### src/rtl/assert_macros.svh
// ----------------------------------------------------------------------------
// Assertion macros
// Shared implication checks for the frame classifier.
// ----------------------------------------------------------------------------
`ifndef ASSERT_MACROS_SVH
`define ASSERT_MACROS_SVH

// The consequent must hold in the same cycle as the antecedent.
`define ASSERT_SAME(label, clk, rst_n, ante, cons) \
	label: assert property (@(posedge clk) disable iff (!(rst_n)) (ante) |-> (cons)) \
		else $error("assertion failed");

// The consequent must hold in the cycle after the antecedent.
`define ASSERT_NEXT(label, clk, rst_n, ante, cons) \
	label: assert property (@(posedge clk) disable iff (!(rst_n)) (ante) |=> (cons)) \
		else $error("assertion failed");

`endif

### src/rtl/ekfc_pkg.sv
// ----------------------------------------------------------------------------
// ekfc_pkg
// Types, constants and helper functions of the EAPOL-Key frame classifier.
// ----------------------------------------------------------------------------
package ekfc_pkg;

	localparam int APB_ADDR_W = 3;
	localparam int APB_DATA_W = 32;

	localparam logic [15:0] ETHERTYPE_RST = 16'h888E;
	localparam logic [7:0]  PKT_TYPE_RST  = 8'h03;

	localparam logic [5:0] BASE_HDR   = 6'd24;
	localparam logic [5:0] ADDR4_EXT  = 6'd6;
	localparam logic [5:0] QOS_EXT    = 6'd2;
	localparam logic [1:0] TYPE_DATA  = 2'd2;

	// BSSID field offsets within the MAC header.
	localparam logic [4:0] OFS_ADDR1 = 5'd4;
	localparam logic [4:0] OFS_ADDR2 = 5'd10;
	localparam logic [4:0] OFS_ADDR3 = 5'd16;

	// Offsets relative to the end of the MAC header.
	localparam logic [4:0] REL_SNAP_LAST = 5'd5;
	localparam logic [4:0] REL_ETH_HI    = 5'd6;
	localparam logic [4:0] REL_ETH_LO    = 5'd7;
	localparam logic [4:0] REL_PKT_TYPE  = 5'd9;
	localparam logic [4:0] REL_KI_HI     = 5'd13;
	localparam logic [4:0] REL_KI_LO     = 5'd14;

	localparam logic [15:0] KI_PAIRWISE = 16'h0008;
	localparam logic [15:0] KI_INSTALL  = 16'h0040;
	localparam logic [15:0] KI_ACK      = 16'h0080;
	localparam logic [15:0] KI_MIC      = 16'h0100;
	localparam logic [15:0] KI_SECURE   = 16'h0200;

	localparam logic [2:0] MSG_NONE = 3'd0;
	localparam logic [2:0] MSG_M1   = 3'd1;
	localparam logic [2:0] MSG_M2   = 3'd2;
	localparam logic [2:0] MSG_M3   = 3'd3;
	localparam logic [2:0] MSG_M4   = 3'd4;

	typedef enum logic {
		REG_ETHERTYPE = 1'b0,
		REG_PKT_TYPE  = 1'b1
	} reg_idx_t;

	typedef struct packed {
		logic [15:0] eapol_ethertype;
		logic [7:0]  key_packet_type;
	} cfg_t;

	typedef struct packed {
		logic        is_key_frame;
		logic [2:0]  handshake_msg;
		logic [47:0] bssid;
	} result_t;

	// LLC/SNAP header AA AA 03 00 00 00.
	function automatic logic [7:0] snap_byte(input logic [2:0] idx);
		logic [7:0] b;
		case (idx)
			3'd0: b = 8'hAA;
			3'd1: b = 8'hAA;
			3'd2: b = 8'h03;
			default: b = 8'h00;
		endcase
		return b;
	endfunction

	function automatic logic [2:0] classify_msg(input logic [15:0] ki);
		logic inst, ack, mic, sec;
		logic [2:0] m;
		inst = |(ki & KI_INSTALL);
		ack  = |(ki & KI_ACK);
		mic  = |(ki & KI_MIC);
		sec  = |(ki & KI_SECURE);
		m    = MSG_NONE;
		if (|(ki & KI_PAIRWISE)) begin
			if (ack && !mic && !inst)
				m = MSG_M1;
			else if (ack && mic && inst)
				m = MSG_M3;
			else if (mic && !ack && !inst && !sec)
				m = MSG_M2;
			else if (mic && !ack && !inst && sec)
				m = MSG_M4;
		end
		return m;
	endfunction

endpackage

### src/rtl/ekfc_byte_if.sv
// ----------------------------------------------------------------------------
// ekfc_byte_if
// Valid/ready channel carrying one MPDU byte and its end-of-frame flag.
// ----------------------------------------------------------------------------
interface ekfc_byte_if;
	logic       valid;
	logic       ready;
	logic [7:0] frame_byte;
	logic       frame_end;

	modport source (output valid, output frame_byte, output frame_end, input ready);
	modport sink (input valid, input frame_byte, input frame_end, output ready);
endinterface

### src/rtl/ekfc_result_if.sv
// ----------------------------------------------------------------------------
// ekfc_result_if
// Valid/ready channel carrying one frame classification.
// ----------------------------------------------------------------------------
interface ekfc_result_if;
	logic        valid;
	logic        ready;
	logic        is_key_frame;
	logic [2:0]  handshake_msg;
	logic [47:0] bssid;

	modport source (output valid, output is_key_frame, output handshake_msg,
		output bssid, input ready);
	modport sink (input valid, input is_key_frame, input handshake_msg,
		input bssid, output ready);
endinterface

### src/rtl/eapol_key_frame_classifier.sv
// ----------------------------------------------------------------------------
// eapol_key_frame_classifier
// Classifies 802.11 data frames carrying EAPOL-Key messages, one byte a cycle unless a last byte waits.
// ----------------------------------------------------------------------------
// A last byte is registered in the input stage; once the result register is free it
// is parsed and its result registered there, and presented from then on until taken.
// Throughput: one byte per cycle, except while a last byte waits for the previous result to be taken.
// Input bytes keep flowing while a result waits, up to the next last byte.
// Reset (arst_n low) clears the frame state and restores the default registers.
module eapol_key_frame_classifier #(
	parameter int MAX_FRAME_BYTES = 8192
) (
	input  logic                               clk,
	input  logic                               arst_n,
	input  logic                               psel,
	input  logic                               penable,
	input  logic                               pwrite,
	input  logic [ekfc_pkg::APB_ADDR_W-1:0]    paddr,
	input  logic [ekfc_pkg::APB_DATA_W-1:0]    pwdata,
	output logic [ekfc_pkg::APB_DATA_W-1:0]    prdata,
	output logic                               pready,
	ekfc_byte_if.sink                          frame_in,
	ekfc_result_if.source                      result_out
);

	`include "assert_macros.svh"

	ekfc_pkg::cfg_t      cfg_q;
	logic                valid_s1;
	logic [7:0]          byte_s1;
	logic                end_s1;
	logic                res_valid_q;
	ekfc_pkg::result_t   res_q;
	ekfc_pkg::result_t   parse_res;
	logic                out_free;
	logic                s1_go;
	logic                cfg_wr;
	ekfc_pkg::reg_idx_t  reg_idx;

	// Configuration port.
	assign pready  = 1'b1;
	assign cfg_wr  = psel && penable && pwrite;
	assign reg_idx = ekfc_pkg::reg_idx_t'(paddr[2]);

	always_comb begin
		case (reg_idx)
			ekfc_pkg::REG_ETHERTYPE:
				prdata = ekfc_pkg::APB_DATA_W'(cfg_q.eapol_ethertype);
			ekfc_pkg::REG_PKT_TYPE:
				prdata = ekfc_pkg::APB_DATA_W'(cfg_q.key_packet_type);
			default:
				prdata = '0;
		endcase
	end

	always_ff @(posedge clk or negedge arst_n) begin
		if (!arst_n) begin
			cfg_q.eapol_ethertype <= ekfc_pkg::ETHERTYPE_RST;
			cfg_q.key_packet_type <= ekfc_pkg::PKT_TYPE_RST;
		end else if (cfg_wr) begin
			case (reg_idx)
				ekfc_pkg::REG_ETHERTYPE: cfg_q.eapol_ethertype <= pwdata[15:0];
				ekfc_pkg::REG_PKT_TYPE:  cfg_q.key_packet_type <= pwdata[7:0];
				default: ;
			endcase
		end
	end

	// A byte only waits in the input stage when it ends a frame and the
	// previous result has not been taken yet.
	assign out_free       = !res_valid_q || result_out.ready;
	assign s1_go          = valid_s1 && (!end_s1 || out_free);
	assign frame_in.ready = !valid_s1 || s1_go;

	always_ff @(posedge clk or negedge arst_n) begin
		if (!arst_n) begin
			valid_s1 <= 1'b0;
		end else if (frame_in.valid && frame_in.ready) begin
			valid_s1 <= 1'b1;
		end else if (s1_go) begin
			valid_s1 <= 1'b0;
		end
	end

	always_ff @(posedge clk) begin
		if (frame_in.valid && frame_in.ready) begin
			byte_s1 <= frame_in.frame_byte;
			end_s1  <= frame_in.frame_end;
		end
	end

	ekfc_parser #(
		.MAX_FRAME_BYTES(MAX_FRAME_BYTES)
	) u_parser (
		.clk        (clk),
		.arst_n     (arst_n),
		.step       (s1_go),
		.frame_byte (byte_s1),
		.frame_end  (end_s1),
		.cfg        (cfg_q),
		.result     (parse_res)
	);

	always_ff @(posedge clk or negedge arst_n) begin
		if (!arst_n) begin
			res_valid_q <= 1'b0;
		end else if (s1_go && end_s1) begin
			res_valid_q <= 1'b1;
		end else if (result_out.ready) begin
			res_valid_q <= 1'b0;
		end
	end

	always_ff @(posedge clk) begin
		if (s1_go && end_s1)
			res_q <= parse_res;
	end

	assign result_out.valid         = res_valid_q;
	assign result_out.is_key_frame  = res_q.is_key_frame;
	assign result_out.handshake_msg = res_q.handshake_msg;
	assign result_out.bssid         = res_q.bssid;

	`ASSERT_NEXT(a_end_gives_result, clk, arst_n, s1_go && end_s1, res_valid_q)
	`ASSERT_SAME(a_reject_all_zero, clk, arst_n, res_valid_q && !res_q.is_key_frame, res_q.handshake_msg == ekfc_pkg::MSG_NONE && res_q.bssid == 48'd0)
	`ASSERT_SAME(a_msg_range, clk, arst_n, res_valid_q, res_q.handshake_msg <= ekfc_pkg::MSG_M4)
	`ASSERT_SAME(a_end_waits, clk, arst_n, valid_s1 && end_s1 && !out_free, !frame_in.ready)

endmodule

### src/rtl/ekfc_parser.sv
// ----------------------------------------------------------------------------
// ekfc_parser
// Per-frame state and byte-position compares; gives the classification of the
// frame in the cycle its last byte is processed.
// ----------------------------------------------------------------------------
module ekfc_parser #(
	parameter int MAX_FRAME_BYTES = 8192
) (
	input  logic              clk,
	input  logic              arst_n,
	input  logic              step,
	input  logic [7:0]        frame_byte,
	input  logic              frame_end,
	input  ekfc_pkg::cfg_t    cfg,
	output ekfc_pkg::result_t result
);

	localparam int POS_W = $clog2(MAX_FRAME_BYTES);
	localparam logic [POS_W-1:0] POS_SAT = POS_W'(MAX_FRAME_BYTES - 1);

	logic [POS_W-1:0] pos_q;
	logic [7:0]       fc0_q, fc1_q, eth_hi_q;
	logic [47:0]      bssid_q;
	logic             match_q;
	logic [15:0]      ki_q;

	logic [7:0]       fc0_d, fc1_d, eth_hi_d;
	logic [47:0]      bssid_d;
	logic             match_d;
	logic [15:0]      ki_d;

	logic [5:0]       hdr;
	logic [4:0]       bssid_ofs;
	logic [POS_W-1:0] rel;
	logic             past_hdr;
	logic             in_bssid;
	logic             frame_ok;

	always_comb begin
		hdr = ekfc_pkg::BASE_HDR;
		if (fc1_q[1:0] == 2'b11)
			hdr = hdr + ekfc_pkg::ADDR4_EXT;
		// QoS data subtypes add the two-byte QoS control field.
		if (fc0_q[7])
			hdr = hdr + ekfc_pkg::QOS_EXT;
	end

	always_comb begin
		case (fc1_q[1:0])
			2'b00: bssid_ofs = ekfc_pkg::OFS_ADDR3;
			2'b01: bssid_ofs = ekfc_pkg::OFS_ADDR1;
			default: bssid_ofs = ekfc_pkg::OFS_ADDR2;
		endcase
	end

	assign past_hdr = pos_q >= POS_W'(hdr);
	assign rel      = pos_q - POS_W'(hdr);
	assign in_bssid = (pos_q >= POS_W'(bssid_ofs)) &&
		(pos_q < POS_W'(bssid_ofs) + POS_W'(6));

	always_comb begin
		fc0_d    = fc0_q;
		fc1_d    = fc1_q;
		eth_hi_d = eth_hi_q;
		bssid_d  = bssid_q;
		match_d  = match_q;
		ki_d     = ki_q;
		if (pos_q == '0) begin
			fc0_d = frame_byte;
		end else if (pos_q == POS_W'(1)) begin
			fc1_d = frame_byte;
		end else begin
			if (in_bssid)
				bssid_d = {bssid_q[39:0], frame_byte};
			if (past_hdr) begin
				if (rel <= POS_W'(ekfc_pkg::REL_SNAP_LAST)) begin
					if (frame_byte != ekfc_pkg::snap_byte(rel[2:0]))
						match_d = 1'b0;
				end else if (rel == POS_W'(ekfc_pkg::REL_ETH_HI)) begin
					eth_hi_d = frame_byte;
				end else if (rel == POS_W'(ekfc_pkg::REL_ETH_LO)) begin
					if ({eth_hi_q, frame_byte} != cfg.eapol_ethertype)
						match_d = 1'b0;
				end else if (rel == POS_W'(ekfc_pkg::REL_PKT_TYPE)) begin
					if (frame_byte != cfg.key_packet_type)
						match_d = 1'b0;
				end else if (rel == POS_W'(ekfc_pkg::REL_KI_HI)) begin
					ki_d = {frame_byte, ki_q[7:0]};
				end else if (rel == POS_W'(ekfc_pkg::REL_KI_LO)) begin
					ki_d = {ki_q[15:8], frame_byte};
				end
			end
		end
	end

	// Frames shorter than two bytes leave the header length stale, but they
	// fail the position check regardless.
	assign frame_ok = match_d && (fc0_d[3:2] == ekfc_pkg::TYPE_DATA) && !fc0_d[6] &&
		(pos_q >= POS_W'(2)) &&
		(pos_q >= POS_W'(hdr) + POS_W'(ekfc_pkg::REL_KI_LO));

	always_comb begin
		result = '0;
		if (frame_ok) begin
			result.is_key_frame  = 1'b1;
			result.handshake_msg = ekfc_pkg::classify_msg(ki_d);
			result.bssid         = bssid_d;
		end
	end

	always_ff @(posedge clk or negedge arst_n) begin
		if (!arst_n) begin
			pos_q    <= '0;
			fc0_q    <= '0;
			fc1_q    <= '0;
			eth_hi_q <= '0;
			bssid_q  <= '0;
			match_q  <= 1'b1;
			ki_q     <= '0;
		end else if (step) begin
			if (frame_end) begin
				pos_q    <= '0;
				fc0_q    <= '0;
				fc1_q    <= '0;
				eth_hi_q <= '0;
				bssid_q  <= '0;
				match_q  <= 1'b1;
				ki_q     <= '0;
			end else begin
				if (pos_q < POS_SAT)
					pos_q <= pos_q + POS_W'(1);
				fc0_q    <= fc0_d;
				fc1_q    <= fc1_d;
				eth_hi_q <= eth_hi_d;
				bssid_q  <= bssid_d;
				match_q  <= match_d;
				ki_q     <= ki_d;
			end
		end
	end

endmodule
### src/flat_wrapper.sv
// flat-port wrapper written by rule: the top's interface ports become plain ports
module eapol_key_frame_classifier_flat 
#(
	parameter int MAX_FRAME_BYTES = 8192
)
  (clk, arst_n, psel, penable, pwrite, paddr, pwdata, prdata, pready, frame_in_valid, frame_in_frame_byte, frame_in_frame_end, frame_in_ready, result_out_valid, result_out_is_key_frame, result_out_handshake_msg, result_out_bssid, result_out_ready);
  ekfc_byte_if frame_in_i ();
  ekfc_result_if result_out_i ();
  input  logic clk;
  input  logic arst_n;
  input  logic psel;
  input  logic penable;
  input  logic pwrite;
  input  logic [ekfc_pkg::APB_ADDR_W-1:0] paddr;
  input  logic [ekfc_pkg::APB_DATA_W-1:0] pwdata;
  output logic [ekfc_pkg::APB_DATA_W-1:0] prdata;
  output logic pready;
  input wire logic [$bits(frame_in_i.valid)-1:0] frame_in_valid;
  input wire logic [$bits(frame_in_i.frame_byte)-1:0] frame_in_frame_byte;
  input wire logic [$bits(frame_in_i.frame_end)-1:0] frame_in_frame_end;
  output wire logic [$bits(frame_in_i.ready)-1:0] frame_in_ready;
  output wire logic [$bits(result_out_i.valid)-1:0] result_out_valid;
  output wire logic [$bits(result_out_i.is_key_frame)-1:0] result_out_is_key_frame;
  output wire logic [$bits(result_out_i.handshake_msg)-1:0] result_out_handshake_msg;
  output wire logic [$bits(result_out_i.bssid)-1:0] result_out_bssid;
  input wire logic [$bits(result_out_i.ready)-1:0] result_out_ready;
  assign frame_in_i.valid = frame_in_valid;
  assign frame_in_i.frame_byte = frame_in_frame_byte;
  assign frame_in_i.frame_end = frame_in_frame_end;
  assign frame_in_ready = frame_in_i.ready;
  assign result_out_valid = result_out_i.valid;
  assign result_out_is_key_frame = result_out_i.is_key_frame;
  assign result_out_handshake_msg = result_out_i.handshake_msg;
  assign result_out_bssid = result_out_i.bssid;
  assign result_out_i.ready = result_out_ready;
  eapol_key_frame_classifier #(.MAX_FRAME_BYTES(MAX_FRAME_BYTES)) u_core (.clk(clk), .arst_n(arst_n), .psel(psel), .penable(penable), .pwrite(pwrite), .paddr(paddr), .pwdata(pwdata), .prdata(prdata), .pready(pready), .frame_in(frame_in_i), .result_out(result_out_i));
endmodule
### config.mk
export PLATFORM = sky130hd
export DESIGN_NAME = eapol_key_frame_classifier_flat
export DESIGN_NICKNAME = d
export VERILOG_FILES = /design/src/rtl/ekfc_pkg.sv /design/src/rtl/ekfc_byte_if.sv /design/src/rtl/ekfc_result_if.sv /design/src/rtl/eapol_key_frame_classifier.sv /design/src/rtl/ekfc_parser.sv /design/src/flat_wrapper.sv
export VERILOG_INCLUDE_DIRS = /design/src /design/src/rtl
export SDC_FILE = /design/constraint.sdc
export NUM_CORES = 1
export LEC_CHECK = 0
export ABC_AREA = 1
export BUFFER_PORTS_ARGS = -buffer_cell sky130_fd_sc_hd__buf_2
export CAP_MARGIN = 5
export CELL_PAD_IN_SITES_DETAIL_PLACEMENT = 1
export CELL_PAD_IN_SITES_GLOBAL_PLACEMENT = 1
export CORE_MARGIN = 10
export CORE_UTILIZATION = 44
export DETAILED_ROUTE_END_ITERATION = 10
export PLACE_DENSITY = 0.84
export SKIP_LAST_GASP = 1
export SLEW_MARGIN = 20
export SYNTH_ARGS = -nofsm -noshare
export SYNTH_HDL_FRONTEND = slang
export SYNTH_SLANG_ARGS = --single-unit
### constraint.sdc
create_clock -name clk -period 9.95 [get_ports clk]
set_input_delay 1.4925 -clock clk [delete_from_list [all_inputs] [get_ports clk]]
set_output_delay 1.4925 -clock clk [all_outputs]
set_load 0.02 [all_outputs]
==> summary.txt, run 1 <==
Outcome
  • Status: completed

Die
  • Die width: 160 µm
  • Row count: 51
  • Die area: 25700 µm²
  • Initial core utilization: 0.447
  • I/O pins: 138
  • Die H: 160 µm
  • Core Area: 19400 µm²

Clocking
  • # resized after CTS: 0
  • Maximum clock insertion buffer count: 2
  • CTS tree: built
  • CTS buffer count: 17
  • Clk sinks: 168
  • H-tree depth: 4
  • Post-CTS Hold Fix Bufs: 0
  • Root Driver: clkbuf_16
  • Worst-path clk slew: 0.07 ns
  • Clock Latency Late Sink: 0.44 ns
  • Setup bufs post-CTS: 0

Logic synthesis
  • Synth top area cells: dfrtp_1 28%, edfxtp_1 21%, nand2_1 7.9%, inv_1 6.3%, o21ai_0 5.6%
  • EDFF count, synth: 61
  • Cell with the most instances after synthesis: nand2_1
  • #FFs+latches synth: 168
  • Post-Syn Area: 8670 µm²
  • Post-Synthesis Mean Instance Area: 8.67 µm²
  • Area share of the largest cell type after synthesis: 0.283
  • Sequential area share after synthesis: 0.522
  • Primary FF master, synth: dfrtp_1
  • Ys async rst share: 0.637
  • Cells after Synth: 1000
  • Synth Warn #: 0
  • Commonest cells post-synth: 182 x nand2_1, 145 x inv_1, 98 x dfrtp_1, 97 x nor2_1, 97 x o21ai_0
  • Yosys top cell by area: dfrtp_1
  • Netlist cell types: 44

Routing
  • Vias per cell: 5.23
  • Vias post-DR: 7131
  • Per-cell routed wire length: 17.8 µm
  • DRT antenna net count: 0
  • Final wirelength: 24.3 mm
  • DRC viols: 0
  • Iteration-0 DRC Markers: 352
  • First-pass DRT Iterations: 5

Min path
  • Hold crit path type: reg2reg

Placed design
  • Place WS: 5.84 ns
  • Hpwl dp: 16.8 mm
  • I/O Buffers: 102
  • Gp weighted congestion: 0.907

Timing
  • Slew margin rel.: 0.363
  • Worst Slack Setup Final: 5.83 ns
  • Final Hold Violating Endpoints: 0
  • Max Clock Freq: 0.243 GHz
  • Setup Skew: 0.0110 ns
  • Fin crit share: 0.414
  • Worst-Margin Slew: 0.954 ns
  • Max-slew violation count: 0
  • Sum Neg Setup Slack: 0 ns
  • RSZ-0062 raised after global routing: no
  • Setup-failing EPs final: 0
  • Final worst path period need: 4.12 ns

Final layout
  • Area delta synth->final: 14.2%
  • Nets: 1158
  • Inserted Diodes: 0
  • Share of cells above drive strength 1: 0.171

Setup path
  • Crit start category: flip-flop
  • Worst EP arrival: 4.27 ns
  • Critical path peak fanout: 50
  • Setup Crit Path Kind: reg2reg
  • CP endpoint kind: flip-flop
  • WP data required: 10.10 ns

Power and ir drop
  • Cell Pwr Density: 199 nW/µm²
  • Leak: 4.66 nW
  • Worst VDD drop: 0.141 mV

Global route
  • First-pass GRT wire length: 40.5 mm
  • Initial antenna violation count: 0
  • Largest net degree at the start of global routing: 97
  • Congestion Overflow GR: 0
  • Number of global-route vias before repair: 7678
  • GRT Resource Usage Total: 0.191

Job
  • Max Cap Viol: 0
[cell families after synthesis]
group	after synthesis	synth area share
buffers and inverters	202	0.100
AND/OR/NAND/NOR	391	0.198
other	2	0.000866
flip-flops	168	0.522
adder cells (fa/ha/maj)	22	0.0326
XOR/XNOR	21	0.0212
AO/OA/AOI/OAI	194	0.126
[where the power goes]
part / switching [mW] / total, mW / internal (mW)
Sequential: 0.0574 / 0.854 / 0.796
Combinational: 0.293 / 0.432 / 0.139
Clock: 0.320 / 0.679 / 0.360
[cells in the final DEF, fill, tap and decap left out, types with 17 or more instances in the layout]
cell and instances:
a21oi_1 21, edfxtp_1 61, nand4_1 21, nor2_2 22, dfrtp_1 98, nand3_1 34, nor3_1 17, clkbuf_16 17
inv_1 144, nand2_1 181, ha_1 21, conb_1 18, buf_2 101, o22ai_1 58, nor2_1 97, o21ai_0 97
[state kept, by name (all words and copies together) (netlist names), 3 cells and up]
signal                           flops
u_core.byte_s1                       8
u_core.cfg_q                        24
u_core.result_out.bssid             48
u_core.result_out.handshake_msg      3
u_core.u_parser.bssid_q             48
u_core.u_parser.eth_hi_q             8
u_core.u_parser.fc0_q                4
u_core.u_parser.ki_q                 5
u_core.u_parser.pos_q               13
[layer usage]
metal | global-route usage | part of all wire
met1 | 0.238 | 0.44
met2 | 0.326 | 0.50
met3 | 0.0360 | 0.039
met4 | 0.0647 | 0.020
met5 | 0 | 0
[per-stage QoR]
step | total power, mW | instance area (µm²) | std cells | hold slack [ns] | utilization
6_report | 1.96 | 9890 | 1363 | 0.498 | 0.510
3_3_place_gp | 1.26 | 9290 | 1331 | 0.465 | 0.479
5_1_grt | 2.07 | 9890 | 1363 | 0.532 | 0.510
2_1_floorplan | 1.16 | 8730 | 1016 | 0.448 | -
4_1_cts | 1.98 | 9890 | 1363 | 0.495 | 0.510
3_5_place_dp | 1.29 | 9290 | 1331 | 0.479 | 0.479
[critical path: stages, from the launching register on]
cell and delay, ns:
dfrtp_1 0.55, nand2_1 0.16, ha_1 0.37, ha_1 0.20, inv_1 0.08, fa_1 0.26
nand3_1 0.11, o21ai_2 0.17, nand2_1 0.15, nand2_1 0.13, nand2_1 0.07, nand2_1 0.06
nand2_1 0.08, nor2_4 0.20, nand3_1 0.11, o21ai_0 0.15, nand2_1 0.08, nand2_1 0.07
nand2_2 0.09, nand2_4 0.53, nor2_1 0.17
[final timing paths]
| kind | startpoint | to | slack, ns | cells past startpoint |
|---|---|---|---|---|
| min in group asynchronous | arst_n | u_core.u_parser.bssid_q[43] | 1.04 | 1 |
| max reg2reg | u_core.u_parser.fc1_q[1] | u_core.result_out.bssid[31] | 5.83 | 20 |
| min | u_core.u_parser.ki_q[3] | u_core.u_parser.ki_q[3] | 0.50 | 2 |
| max | u_core.u_parser.fc1_q[1] | u_core.result_out.bssid[31] | 5.83 | 20 |
| min reg2reg | u_core.u_parser.ki_q[3] | u_core.u_parser.ki_q[3] | 0.50 | 2 |
| max in group asynchronous | arst_n | u_core.u_parser.pos_q[9] | 7.61 | 2 |
[layout make-up]
type	instances	area, µm²
inverter	145	544
fill	2362	9500
clock buffer	17	425
timing repair buffer	107	551
sequential	168	4520
multi-input combinational	646	3340
tap	265	332
clock inverter	15	179
(Power assumes the default switching activity.)
==> run 2: changes to the inputs <==
CORE_UTILIZATION = 43   (was 44)
PLACE_DENSITY = 0.82   (was 0.84)
clock period = 4.1 ns   (was 9.95 ns; I/O delays follow)
==> summary.txt, run 2 (synthesis results as in run 1) <==
Die
  • Die width: 162 µm (+1.0%)
  • Die area: 26200 µm² (+2.0%)
  • Core Area: 19700 µm² (+1.3%)
  • Row count: 51 (unchanged)
  • Die H: 162 µm (+1.0%)
  • Initial core utilization: 0.441 (-0.00580)
  • I/O pins: 138 (unchanged)

Routing
  • Vias post-DR: 7138 (+0.098%)
  • First-pass DRT Iterations: 4 (-1)
  • DRT antenna net count: 0 (unchanged)
  • Final wirelength: 23.8 mm (-2.1%)
  • Per-cell routed wire length: 17.4 µm (-2.5%)
  • Vias per cell: 5.22 (-0.27%)
  • DRC viols: 0 (unchanged)
  • Iteration-0 DRC Markers: 338 (-4.0%)

Outcome
  • Status: completed

Global route
  • Congestion Overflow GR: 0 (unchanged)
  • M3 GR Usage: 0.0399 (+0.00390)
  • GRT Resource Usage Total: 0.183 (-0.00790)
  • Met1 Usage GRT: 0.224 (-0.0146)
  • M2 GR Usage: 0.316 (-0.00983)
  • GRT Max-Usage Layer: met2
  • Largest net degree at the start of global routing: 57 (-41%)
  • First-pass GRT wire length: 39.6 mm (-2.2%)
  • Number of global-route vias before repair: 7730 (+0.68%)
  • Initial antenna violation count: 0 (unchanged)

Timing
  • Final Hold Violating Endpoints: 0 (unchanged)
  • Worst-Margin Slew: 0.946 ns (-0.00742 ns)
  • Max-slew violation count: 0 (unchanged)
  • Setup-failing EPs final: 0 (unchanged)
  • Fin crit share: 0.900 (+0.486)
  • Final worst path period need: 3.69 ns (-0.429 ns)
  • Max Clock Freq: 0.271 GHz (+12%)
  • Final hold slack: 0.272 ns (-0.226 ns)
  • RSZ-0062 raised after global routing: no
  • Setup Skew: 0.0179 ns (+0.00688 ns)
  • Slew margin rel.: 0.368 (+0.00496)
  • Worst Slack Setup Final: 0.408 ns (-5.42 ns)
  • Sum Neg Setup Slack: 0 ns (unchanged)

Clocking
  • CTS tree: built
  • Worst-path clk slew: 0.07 ns (about the same)
  • Clk sinks: 168 (unchanged)
  • H-tree depth: 4 (unchanged)
  • Maximum clock insertion buffer count: 2 (unchanged)
  • Setup bufs post-CTS: 0 (unchanged)
  • Clock Latency Late Sink: 0.43 ns (about the same)
  • CTS buffer count: 17 (unchanged)
  • Post-CTS Hold Fix Bufs: 0 (unchanged)
  • # resized after CTS: 0 (unchanged)
  • Root Driver: clkbuf_16

Setup path
  • CP endpoint kind: flip-flop
  • Worst EP arrival: 3.86 ns (-0.41 ns)
  • Critical path peak fanout: 38 (-24%)
  • Worst reg2reg startpoint: u_core.u_parser.pos_q[9]
  • Setup Crit Path Kind: reg2reg
  • Crit start category: flip-flop
  • Crit path from: u_core.u_parser.pos_q[9]
  • WP data required: 4.26 ns (-5.84 ns)

Final layout
  • Area delta synth->final: 14.3%
  • Nets: 1163 (+0.43%)
  • Commonest non-fill, non-tap cell in the layout: nand2_1
  • Finished Layout Cells: 1368 (+0.37%)
  • Inserted Diodes: 0 (unchanged)
  • Commonest non-fill, non-tap cells in the layout: 181 x nand2_1, 144 x inv_1, 101 x buf_2
  • Share of cells above drive strength 1: 0.174 (+0.00285)

Power and ir drop
  • Cell Pwr Density: 476 nW/µm² (+140%)
  • Worst VDD drop: 0.336 mV (+140%)
  • Leak: 4.67 nW (+0.35%)
  • Total power: 4.71 mW (+140%)

Placed design
  • Hpwl dp: 17.0 mm (+1.1%)
  • Gp weighted congestion: 0.853 (-6.0%)
  • I/O Buffers: 102 (unchanged)
  • Place WS: 0.400 ns (-5.44 ns)
  • Placed instance count: 1336 (+0.38%)

Job
  • Max Cap Viol: 0 (unchanged)

Min path
  • Hold crit path type: in2async
==> run 2: layout make-up <==
cell class | count | area, µm²
repair buffers | 112 | 601
well taps | 265 | 332
fillers | 2395 | 9750
clock buffers | 18 | 429
flip-flops and latches | 168 | 4520
clock inverters | 14 | 138
inverters | 145 | 544
multi-input cells | 646 | 3340
==> run 2: worst paths after layout <==
path	to	slack [ns]	cells after the start
setup / recovery	u_core.result_out.bssid[26]	0.41	12
hold / removal	u_core.u_parser.bssid_q[43]	0.27	1
setup reg to reg	u_core.result_out.bssid[26]	0.41	12
hold reg to reg	u_core.u_parser.ki_q[9]	0.49	2
max in group asynchronous	u_core.cfg_q[10]	2.92	2
min in group clk	u_core.byte_s1[3]	0.35	1
==> run 2: per-layer routing <==
| metal | vias up | part of all wire |
|---|---|---|
| met4 | 0 | 0.015 |
| met1 | 3512 | 0.44 |
| li1 | 3452 | - |
| met3 | 29 | 0.041 |
| met2 | 145 | 0.50 |
| met5 | - | 0 |
==> run 2: critical path, stage by stage, from the launching register on <==
cell	delay [ns]
dfrtp_1	0.49
nor2_1	0.14
nand2_1	0.13
nor2_1	0.19
nand3_1	0.19
o31ai_1	0.31
a21oi_1	0.12
o21bai_1	0.16
a21o_1	0.15
nand3_2	0.51
buf_4	0.48
o21ai_0	0.40
nor2_1	0.12
==> run 2: power breakdown <==
group	switching [mW]	total (mW)	internal (mW)	leakage, nW
registers	0.138	2.07	1.93	2.00
logic	0.721	1.07	0.344	2.40
clock network	0.722	1.58	0.854	0.279
==> run 2: stage by stage <==
stage	utilization	cell area (µm²)
floorplan	-	8730
global placement	0.475	9340
detailed placement	0.475	9340
CTS	0.504	9910
global route	0.504	9910
finish	0.504	9910
==> run 3: changes to the inputs <==
SYNTH_HIERARCHICAL = 1   (was default)
TNS_END_PERCENT = 20   (was default)
==> summary.txt, run 3 <==
Logic synthesis
  • EDFF count, synth: 61 (unchanged)
  • Ys async rst share: 0.637 (unchanged)
  • Area share of the largest cell type after synthesis: 0.274 (-0.00879)
  • Primary FF master, synth: dfrtp_1
  • Netlist cell types: 47 (+6.8%)
  • Commonest cells post-synth: 234 x nand2_1, 141 x inv_1, 98 x dfrtp_1, 91 x nor2_1, 72 x o21ai_0
  • Synth Warn #: 6 (+6)
  • Cells after Synth: 1047 (+4.7%)
  • #FFs+latches synth: 168 (unchanged)
  • Sequential area share after synthesis: 0.505 (-0.0162)
  • Synth top area cells: dfrtp_1 27%, edfxtp_1 20%, nand2_1 9.8%, inv_1 5.9%, o21ai_0 4.0%
  • Yosys top cell by area: dfrtp_1
  • Cell with the most instances after synthesis: nand2_1
  • Post-Syn Area: 8940 µm² (+3.2%)
  • Post-Synthesis Mean Instance Area: 8.54 µm² (-1.4%)

Power and ir drop
  • Cell Pwr Density: 541 nW/µm² (+14%)
  • Leak: 4.92 nW (+5.2%)
  • Worst VDD drop: 0.304 mV (-9.7%)

Timing
  • Final hold slack: 0.0883 ns (-0.183 ns)
  • Final Hold Violating Endpoints: 0 (unchanged)
  • RSZ-0062 raised after global routing: no
  • Worst-Margin Slew: 0.929 ns (-0.0170 ns)
  • Setup Skew: 0.0127 ns (-0.00514 ns)
  • Max Clock Freq: 0.267 GHz (-1.3%)
  • Sum Neg Setup Slack: 0 ns (unchanged)
  • Slew margin rel.: 0.379 (+0.0119)
  • Final worst path period need: 3.74 ns (+0.0504 ns)
  • Max-slew violation count: 0 (unchanged)
  • Setup-failing EPs final: 0 (unchanged)
  • Fin crit share: 0.913 (+0.0123)

Clocking
  • Worst-path clk slew: 0.07 ns (about the same)
  • CTS tree: built
  • CTS buffer count: 17 (unchanged)
  • H-tree depth: 4 (unchanged)
  • # resized after CTS: 0 (unchanged)
  • Setup bufs post-CTS: 0 (unchanged)
  • Clock Latency Late Sink: 0.43 ns (about the same)
  • Post-CTS Hold Fix Bufs: 0 (unchanged)
  • Root Driver: clkbuf_16
  • Maximum clock insertion buffer count: 2 (unchanged)
  • Clk sinks: 168 (unchanged)

Final layout
  • Nets: 1206 (+3.7%)
  • Commonest non-fill, non-tap cell in the layout: nand2_1
  • Commonest non-fill, non-tap cells in the layout: 233 x nand2_1, 139 x inv_1, 101 x buf_2
  • Inserted Diodes: 0 (unchanged)
  • Area delta synth->final: 14.2% (about the same)
  • Share of cells above drive strength 1: 0.181 (+0.00672)
  • Finished Layout Cells: 1415 (+3.4%)

Routing
  • Vias post-DR: 7355 (+3.0%)
  • DRC viols: 0 (unchanged)
  • DRT antenna net count: 0 (unchanged)
  • Iteration-0 DRC Markers: 398 (+18%)
  • Per-cell routed wire length: 17.7 µm (+1.9%)
  • First-pass DRT Iterations: 4 (unchanged)
  • Vias per cell: 5.20 (-0.38%)
  • Final wirelength: 25.0 mm (+5.4%)

Die
  • I/O pins: 138 (unchanged)
  • Die width: 164 µm (+1.4%)
  • Die area: 27000 µm² (+2.8%)
  • Die H: 164 µm (+1.4%)
  • Row count: 52 (+2.0%)
  • Initial core utilization: 0.439 (-0.00175)
  • Core Area: 20400 µm² (+3.6%)

Min path
  • Hold crit path type: in2async

Job
  • Max Cap Viol: 0 (unchanged)

Setup path
  • WP data required: 4.25 ns (about the same)
  • CP Cell Sequence: nand2_1, ha_1, ha_1, inv_1, fa_1, nand3_2, o21bai_2, nand2_2, nand3_1, nand2_1, nand2_2, nor2_2, nand2_2, o21ai_2, nand2_1, nand2_1, nand2_2, nand3_4, buf_4, nor2_1
  • Flop-to-flop setup slack: 0.36 ns (-0.05 ns)
  • Setup Crit Path Kind: reg2reg
  • Largest stage delay on the critical path: 0.54 ns (+0.03 ns)
  • Worst EP arrival: 3.89 ns (+0.03 ns)
  • Slowest library cell on the worst path: dfrtp_1
  • Critical path peak fanout: 24 (-37%)
  • Crit path from: u_core/u_parser/fc1_q[1]
  • Worst reg2reg startpoint: u_core/u_parser/fc1_q[1]
  • CP endpoint kind: flip-flop
  • Crit start category: flip-flop

Global route
  • Largest net degree at the start of global routing: 73 (+28%)
  • First-pass GRT wire length: 41.1 mm (+3.8%)
  • Congestion Overflow GR: 0 (unchanged)
  • Initial antenna violation count: 0 (unchanged)
  • GRT Resource Usage Total: 0.189 (+0.00556)
  • Number of global-route vias before repair: 8031 (+3.9%)

Placed design
  • Placed instance count: 1382 (+3.4%)
  • I/O Buffers: 102 (unchanged)
  • Hpwl dp: 17.9 mm (+5.3%)
  • Gp weighted congestion: 0.855 (+0.23%)

Outcome
  • Status: completed
run 3: per-layer routing:
metal,up-vias,share of wire,GRT usage,wire length (µm)
met1,3584,0.43,0.233,10900
met2,170,0.50,0.319,12500
li1,3569,-,-,-
met3,32,0.050,0.0458,1260
met4,0,0.018,0.0593,439
met5,-,0,0,0
run 3: logic make-up (layout without fill, tap and decap cells):
group / after synthesis / after routing / synth area share
and+or+nand+nor: 465 / 465 / 0.231
buffers and inverters: 206 / 289 / 0.104
DFF: 168 / 168 / 0.505
AOI/OAI and AO/OA: 162 / 162 / 0.105
adders and majority gates: 23 / 23 / 0.0330
xor gates and xnor gates: 21 / 21 / 0.0206
other: 2 / 17 / 0.000840
run 3: layout make-up:
cell class / count / area, µm²
multi-input cells: 688 / 3550
inverters: 143 / 539
fillers: 2469 / 10100
clock buffers: 17 / 425
well taps: 270 / 338
flip-flops and latches: 168 / 4520
clock inverters: 15 / 184
repair buffers: 114 / 661
run 3: path summary, 6_finish.rpt:
kind,endpoint,cells after the start
setup reg to reg,u_core/result_out.bssid[47],20
min in group clk,u_core/byte_s1[1],1
max in group asynchronous,u_core/u_parser/bssid_q[30],3
setup / recovery,u_core/result_out.bssid[47],20
hold reg to reg,u_core/cfg_q[23],2
hold / removal,u_core/u_parser/pos_q[2],1
run 3: power by group:
group / switching [mW] / total [mW] / leakage [nW] / internal, mW
Clock: 0.741 / 1.67 / 0.293 / 0.926
Combinational: 1.09 / 1.62 / 2.63 / 0.521
Sequential: 0.213 / 2.24 / 2.00 / 2.03
run 3: stage by stage:
stage	util	setup slack [ns]	area, µm²	total power, mW
floorplan	-	0.955	9000	3.37
global placement	0.470	0.511	9580	3.73
detailed placement	0.470	0.397	9580	3.85
CTS	0.500	0.373	10200	5.55
global route	0.502	0.0375	10200	5.89
finish	0.502	0.358	10200	5.53
run 3: critical path, delay by kind of cell (launching register included):
kind | cells | cell delay, ns
and+or+nand+nor | 13 | 1.34
adders and majority gates | 3 | 0.97
DFF | 1 | 0.54
buffers and inverters | 2 | 0.38
AOI/OAI and AO/OA | 2 | 0.20
